## config.mk

```make
export PLATFORM = sky130hd
export DESIGN_NAME = stream_group_reverser_unit
export DESIGN_NICKNAME = d
export VERILOG_FILES = /design/src/hdl/sgr_pkg.sv /design/src/hdl/stream_group_reverser_unit.sv /design/src/hdl/sgr_datapath.sv /design/src/hdl/sgr_ctrl.sv
export SDC_FILE = /design/constraint.sdc
export NUM_CORES = 1
export LEC_CHECK = 0
export ABC_AREA = 1
export BUFFER_PORTS_ARGS = -buffer_cell sky130_fd_sc_hd__buf_2
export CORE_MARGIN = 2
export CORE_UTILIZATION = 57
export DETAILED_ROUTE_END_ITERATION = 8
export PLACE_DENSITY = 0.85
export SETUP_SLACK_MARGIN = 0.4
export SLEW_MARGIN = 20
export SYNTH_ARGS = -nofsm -noshare
export SYNTH_HDL_FRONTEND = slang
export SYNTH_HIERARCHICAL = 1
export SYNTH_SLANG_ARGS = --single-unit
```

## constraint.sdc

```tcl
create_clock -name clk -period 3.36 [get_ports clk]
set_input_delay 1.008 -clock clk [delete_from_list [all_inputs] [get_ports clk]]
set_output_delay 1.008 -clock clk [all_outputs]
set_load 0.1 [all_outputs]
```

## src/hdl/sgr_pkg.sv

```systemverilog
// ----------------------------------------------------------------------------
// sgr_pkg: shared types for the stream group reverser
// Payload structs for both channels, the configuration width and reset value,
// and the command and status bundles between controller and datapath.
// ----------------------------------------------------------------------------
package sgr_pkg;

    // Width of the group size register and its value after reset.
    localparam int          CFG_W            = 5;
    localparam logic [4:0]  GROUP_SIZE_RESET = 5'd2;

    // One input transaction.
    typedef struct packed {
        logic signed [31:0] item_value;
        logic               list_end;
    } item_t;

    // One result transaction.
    typedef struct packed {
        logic signed [31:0] out_value;
        logic               run_last;
        logic               out_list_end;
    } result_t;

    // Commands from the controller to the datapath.
    typedef struct packed {
        logic wr;     // store the accepted item and update the fill
        logic start;  // latch the read plan of a flush
        logic rd;     // read the next buffered value into the output stage
    } sgr_cmd_t;

    // Status from the datapath to the controller.
    typedef struct packed {
        logic flush;     // the item on the input would complete a run
        logic run_last;  // the value in the output stage ends the run
    } sgr_status_t;

endpackage

```

## src/hdl/stream_group_reverser_unit.sv

```systemverilog
// ----------------------------------------------------------------------------
// stream_group_reverser_unit: reverses a value stream in groups
// Top level joining the transaction controller and the buffer datapath.
// ----------------------------------------------------------------------------
// Values are buffered until group_size of them are held and are then sent out
// newest first; a list end with a partial group sends the held values oldest
// first, and a group size below 2 passes each value through (after any values
// still held). A flush of n values first accepts and stores the input item,
// then starts the first buffer read, then gives one result per cycle while
// the output does not stall, a rate set by the single read port of the group
// buffer. The input stays stalled from the start of the first read until the
// last result is taken. The group_size register is written with cfg_wr_en and
// takes effect on the next input transaction; values above MAX_GROUP act as
// MAX_GROUP.
// ----------------------------------------------------------------------------
module stream_group_reverser_unit
    import sgr_pkg::*;
#(
    parameter int MAX_GROUP = 16
)
(
    input  logic             clk,
    input  logic             rst_n,
    input  logic             cfg_wr_en,
    input  logic [CFG_W-1:0] cfg_wr_data,
    input  logic             item_valid,
    output logic             item_stall,
    input  item_t            item_data,
    output logic             result_valid,
    input  logic             result_stall,
    output result_t          result_data
);

    sgr_cmd_t    cmd;
    sgr_status_t status;

    // Sequencing of accepts and buffer reads.
    sgr_ctrl u_ctrl (
        .clk          (clk),
        .rst_n        (rst_n),
        .item_valid   (item_valid),
        .item_stall   (item_stall),
        .result_valid (result_valid),
        .result_stall (result_stall),
        .status       (status),
        .cmd          (cmd)
    );

    // Group buffer and output stage.
    sgr_datapath #(
        .MAX_GROUP (MAX_GROUP)
    ) u_datapath (
        .clk         (clk),
        .rst_n       (rst_n),
        .cfg_wr_en   (cfg_wr_en),
        .cfg_wr_data (cfg_wr_data),
        .item        (item_data),
        .cmd         (cmd),
        .status      (status),
        .result      (result_data)
    );

endmodule

```

## src/hdl/sgr_datapath.sv

```systemverilog
// ----------------------------------------------------------------------------
// sgr_datapath: group buffer, fill tracking and output stage
// Holds the group size register, the group buffer memory, the fill count and
// the read plan that walks the buffer forward or backward during a flush.
// ----------------------------------------------------------------------------
module sgr_datapath
    import sgr_pkg::*;
#(
    parameter int MAX_GROUP = 16
)
(
    input  logic               clk,
    input  logic               rst_n,
    input  logic               cfg_wr_en,
    input  logic [CFG_W-1:0]   cfg_wr_data,
    input  item_t              item,
    input  sgr_cmd_t           cmd,
    output sgr_status_t        status,
    output result_t            result
);

    localparam int CW = $clog2(MAX_GROUP + 1);
    localparam int AW = (MAX_GROUP > 1) ? $clog2(MAX_GROUP) : 1;
    localparam int KW = (CW > CFG_W) ? CW : CFG_W;

    // Group buffer; entries are only read after they have been written.
    logic signed [31:0] mem [MAX_GROUP];

    logic [CFG_W-1:0]   group_size_reg;
    logic [CW-1:0]      fill_reg, fill_next;
    logic [CW-1:0]      total_reg;
    logic [CW-1:0]      pos_reg;
    logic               rev_reg;
    logic               lend_reg;
    logic signed [31:0] rd_data_reg;
    logic               run_last_reg;
    logic               list_end_reg;

    logic [CW-1:0]      fill_clamped;
    logic [CW-1:0]      n_c;
    logic [KW-1:0]      k_c;
    logic [KW-1:0]      gs_ext;
    logic               pass_c;
    logic               rev_c;
    logic               flush_c;
    logic [AW-1:0]      wr_addr;
    logic [CW-1:0]      rd_pos;
    logic [AW-1:0]      rd_addr;
    logic               is_last;

    // Decide, for the item on the input, whether it closes a run.
    always_comb
    begin
        fill_clamped = (fill_reg >= CW'(MAX_GROUP)) ? CW'(MAX_GROUP - 1) : fill_reg;
        wr_addr      = fill_clamped[AW-1:0];
        n_c          = fill_clamped + CW'(1);
        gs_ext       = KW'(group_size_reg);
        k_c          = (gs_ext > KW'(MAX_GROUP)) ? KW'(MAX_GROUP) : gs_ext;
        pass_c       = (k_c < KW'(2));
        rev_c        = !pass_c && (KW'(n_c) >= k_c);
        flush_c      = pass_c || rev_c || item.list_end;
        fill_next    = flush_c ? '0 : n_c;
    end

    // Read address: forward for pass-through and a partial group at list end, backward for a full group.
    always_comb
    begin
        rd_pos  = rev_reg ? (total_reg - CW'(1) - pos_reg) : pos_reg;
        rd_addr = rd_pos[AW-1:0];
        is_last = (pos_reg == total_reg - CW'(1));
    end

    // Configuration, fill count and read plan.
    always_ff @(posedge clk or negedge rst_n)
    begin
        if (!rst_n)
        begin
            group_size_reg <= GROUP_SIZE_RESET;
            fill_reg       <= '0;
            total_reg      <= '0;
            pos_reg        <= '0;
            rev_reg        <= 1'b0;
            lend_reg       <= 1'b0;
        end
        else
        begin
            if (cfg_wr_en)
            begin
                group_size_reg <= cfg_wr_data;
            end
            if (cmd.wr)
            begin
                fill_reg <= fill_next;
            end
            if (cmd.start)
            begin
                total_reg <= n_c;
                pos_reg   <= '0;
                rev_reg   <= rev_c;
                lend_reg  <= item.list_end;
            end
            else if (cmd.rd)
            begin
                pos_reg <= pos_reg + CW'(1);
            end
        end
    end

    // Buffer write and registered read into the output stage.
    always_ff @(posedge clk)
    begin
        if (cmd.wr)
        begin
            mem[wr_addr] <= item.item_value;
        end
        if (cmd.rd)
        begin
            rd_data_reg  <= mem[rd_addr];
            run_last_reg <= is_last;
            list_end_reg <= is_last && lend_reg;
        end
    end

    assign status.flush    = flush_c;
    assign status.run_last = run_last_reg;

    assign result.out_value    = rd_data_reg;
    assign result.run_last     = run_last_reg;
    assign result.out_list_end = list_end_reg;

endmodule

```

## src/hdl/sgr_ctrl.sv

```systemverilog
// ----------------------------------------------------------------------------
// sgr_ctrl: transaction controller for the stream group reverser
// Accepts input transactions while idle and sequences the buffer reads of a
// flush, one result per cycle while the output side takes them.
// ----------------------------------------------------------------------------
module sgr_ctrl
    import sgr_pkg::*;
(
    input  logic        clk,
    input  logic        rst_n,
    input  logic        item_valid,
    output logic        item_stall,
    output logic        result_valid,
    input  logic        result_stall,
    input  sgr_status_t status,
    output sgr_cmd_t    cmd
);

    typedef enum logic [1:0] {
        ST_IDLE,
        ST_ISSUE,
        ST_SHOW
    } state_t;

    state_t state_reg, state_next;

    // Next state and datapath commands.
    always_comb
    begin
        state_next = state_reg;
        cmd        = '0;
        unique case (state_reg)
            ST_IDLE:
            begin
                if (item_valid)
                begin
                    cmd.wr = 1'b1;
                    if (status.flush)
                    begin
                        cmd.start  = 1'b1;
                        state_next = ST_ISSUE;
                    end
                end
            end
            ST_ISSUE:
            begin
                cmd.rd     = 1'b1;
                state_next = ST_SHOW;
            end
            ST_SHOW:
            begin
                if (!result_stall)
                begin
                    if (status.run_last)
                    begin
                        state_next = ST_IDLE;
                    end
                    else
                    begin
                        cmd.rd = 1'b1;
                    end
                end
            end
            default:
            begin
                state_next = ST_IDLE;
            end
        endcase
    end

    // State register.
    always_ff @(posedge clk or negedge rst_n)
    begin
        if (!rst_n)
        begin
            state_reg <= ST_IDLE;
        end
        else
        begin
            state_reg <= state_next;
        end
    end

    // Handshake outputs follow the state alone.
    assign item_stall   = (state_reg != ST_IDLE);
    assign result_valid = (state_reg == ST_SHOW);

endmodule
```

==> reports/metrics.csv <==
metric,value,unit
tightest_slew,0.944,ns
drv_slew,0,
status,"finished, final reports clean",
dieArea,47000,um^2
portBuffers,78,
hold_slack,0.404,ns
area_growth,11.5,%
synth_top_family_by_area,simple AND/OR/NAND/NOR gates,
fin_tns_setup,0,ns
ys_warn_count,6,
synth_nets,2656,
ios,79,
final_cell_mix,"nand2_1 (741), edfxtp_1 (546), inv_1 (513), nand3_1 (495), buf_2 (78)",
antenna_found_initial,3,
synth_top_cell_by_area,edfxtp_1,
finalSetupViolations,0,
die_x,217,um
routed_wl,63.9,mm
cts_buffers,54,
crit_required,2.35,ns
final_common_cell,nand2_1,
synth-simple-area-share,0.222,
fp.dieH,217,um
crit_fanout,4,
syn_inst,2593,
relSlewSlack,0.371,
fmax,0.351,GHz
vias_per_cell,5.68,
grt-ovfl-total,0,
synth_xor_area_frac,0.00136,
clock_sinks,570,
grt_use_total,0.273,
finalCritPeriodShare,0.848,
cts_tree,done,
largest_reg_flops,512,
worstPathBufferInverterCount,3,
dp_hpwl,33.1,mm
crit_top_cell,inv_1,
htreeDepth,2,
rr_worst_depth,11,
drt_pass1_iterations,8,
muxShareOfSynthArea,0.00131,
ys_seq_elements,570,
finalClockSkew,0.0160,ns
crit_cells,4,
power_density,889,nW/um^2
synthTopCellsByArea,"edfxtp_1 (63%), nand2_1 (11%), nand3_1 (9.6%), inv_1 (7.5%), dfrtp_1 (2.2%)",
drc,0,
core_area,44500,um^2
cp_cell_sequence,inv_1 -> ha_1 -> inv_1 -> buf_2,
crit_type,register to primary output,
synth-seq-area-share,0.658,
arrival,1.84,ns
cts_hold_buf,0,
netlist.area_leader.share,0.635,
grt_pass1_wl,99.0,mm
clk-insertion-delay-late,0.60,ns
cp-end-kind,primary output,
hold_violations,0,
synth-compound-area-share,0.00581,
total_power,25600,uW
start_kind,register,
syn_area,25800,um^2
yosys.area_share.adder,0.00998,
wl_per_cell,19.5,um
p_leak,0.0129,uW
drive_gt1_frac,0.0917,
grt_max_degree,180,
place_congestion,0.842,
vdd_drop_max,0.691,mV
critPathMaxStageDelay,0.43,ns
n_antenna_cell,0,
worst_path_dominant_cell_family,buffers and inverters,
synth.distinct_cells,31,
nets,2707,
first_global_vias,18800,
synth_area_per_cell,9.96,um^2
min_period,2.85,ns
start_util,0.580,
clockBufferDepth,3,
vias,18600,
drt_iter0_drc,1949,
clkTransAtPathRegs,0.06,ns
ant_nets,0,
maxCapViolCount,0,
hold_class,input port to asynchronous set/reset pin,
cts_root_buf,clkbuf_16,
rsz0062_at_grt,yes,
rows,77,
critPathSlowestCell,buf_2,
==> worst reg2reg max path, cell delays in order, from the launching register on <==
cell,delay (ns)
dfrtp_1,0.37
inv_1,0.09
ha_1,0.35
fa_1,0.49
xor2_4,0.34
nand2_2,0.22
o21ai_4,0.23
buf_12,0.29
nand2_1,0.13
nand2_1,0.08
nand2_1,0.05
nand2_1,0.08
==> final cells by class <==
cell class / count / area [um^2]
Sequential cell: 570 / 17000
Fill cell: 3143 / 15700
Multi-Input combinational cell: 1375 / 6460
Inverter: 515 / 1940
Clock buffer: 64 / 1410
Timing Repair Buffer: 128 / 1020
Tap cell: 592 / 741
Clock inverter: 32 / 238
==> metrics by stage <==
stage                     instance area (um^2)  std cells   util  setup WS [ns]
final                                    28800       3276  0.647          0.509
after detailed placement                 27100       3173  0.608          0.283
after CTS                                28700       3274  0.646          0.447
after global routing                     28800       3276  0.647          0.299
after floorplan                          25800       2593      -         0.0686
after global placement                   27100       3173  0.608          0.458
==> Yosys cell counts <==
cell type and count:
fa_1 1, a21oi_1 7, nor3_1 4, a31oi_1 1
ha_1 19, dfrtp_1 23, clkbuf_1 27, buf_4 8
buf_2 98, buf_6 2, nor2_1 36, nand2_1 742
a21o_1 1, a21boi_0 1, inv_1 515, nand3b_1 32
xor2_1 3, o21ai_2 2, nand3_2 1, nand4_1 2
nand3_1 495, nor4_1 2, o21ai_0 12, nand2_4 2
dfstp_2 1, edfxtp_1 546, nand2_2 4, mux2_2 3
a21oi_2 1, xnor2_1 1, o21bai_1 1
==> final timing paths <==
check	end	from	slack [ns]
min in group clk	u_datapath/pos_reg[4]	u_datapath/pos_reg[4]	0.51
min	u_datapath/group_size_reg[3]	rst_n	0.40
max reg2reg	u_datapath/rd_data_reg[6]	u_datapath/total_reg[0]	0.51
max in group asynchronous	u_datapath/fill_reg[4]	rst_n	2.55
max	item_stall	u_ctrl/state_reg[0]	0.51
min reg2reg	u_datapath/pos_reg[4]	u_datapath/pos_reg[4]	0.51
==> logic make-up (layout without fill, tap and decap cells) <==
kind of cell | Yosys count | after routing
adders and majority gates | 20 | 20
DFF | 570 | 570
buffers and inverters | 650 | 739
and+or+nand+nor | 1320 | 1320
xor gates and xnor gates | 4 | 4
muxes | 3 | 3
AOI/OAI and AO/OA | 26 | 28
==> timing repair <==
item	CTS	global route
resized for setup	1	11
setup endpoints to repair	17	44
hold endpoints to repair	0	0
setup buffers	3	2
gates cloned	2	0
pin swaps	0	1
==> metal layers <==
| metal | routed length (um) | GRT usage |
|---|---|---|
| met1 | 22800 | 0.337 |
| met4 | 2810 | 0.138 |
| met2 | 31500 | 0.460 |
| met5 | 37 | 0 |
| met3 | 6700 | 0.0539 |
==> power by group <==
| part | internal, uW | leakage, uW | total (uW) | switching, uW |
|---|---|---|---|---|
| sequential | 8530 | 0.00524 | 8800 | 268 |
| clock | 3210 | 0.000800 | 5760 | 2550 |
| combinational | 2800 | 0.00683 | 11100 | 8250 |
(Power assumes the default switching activity.)
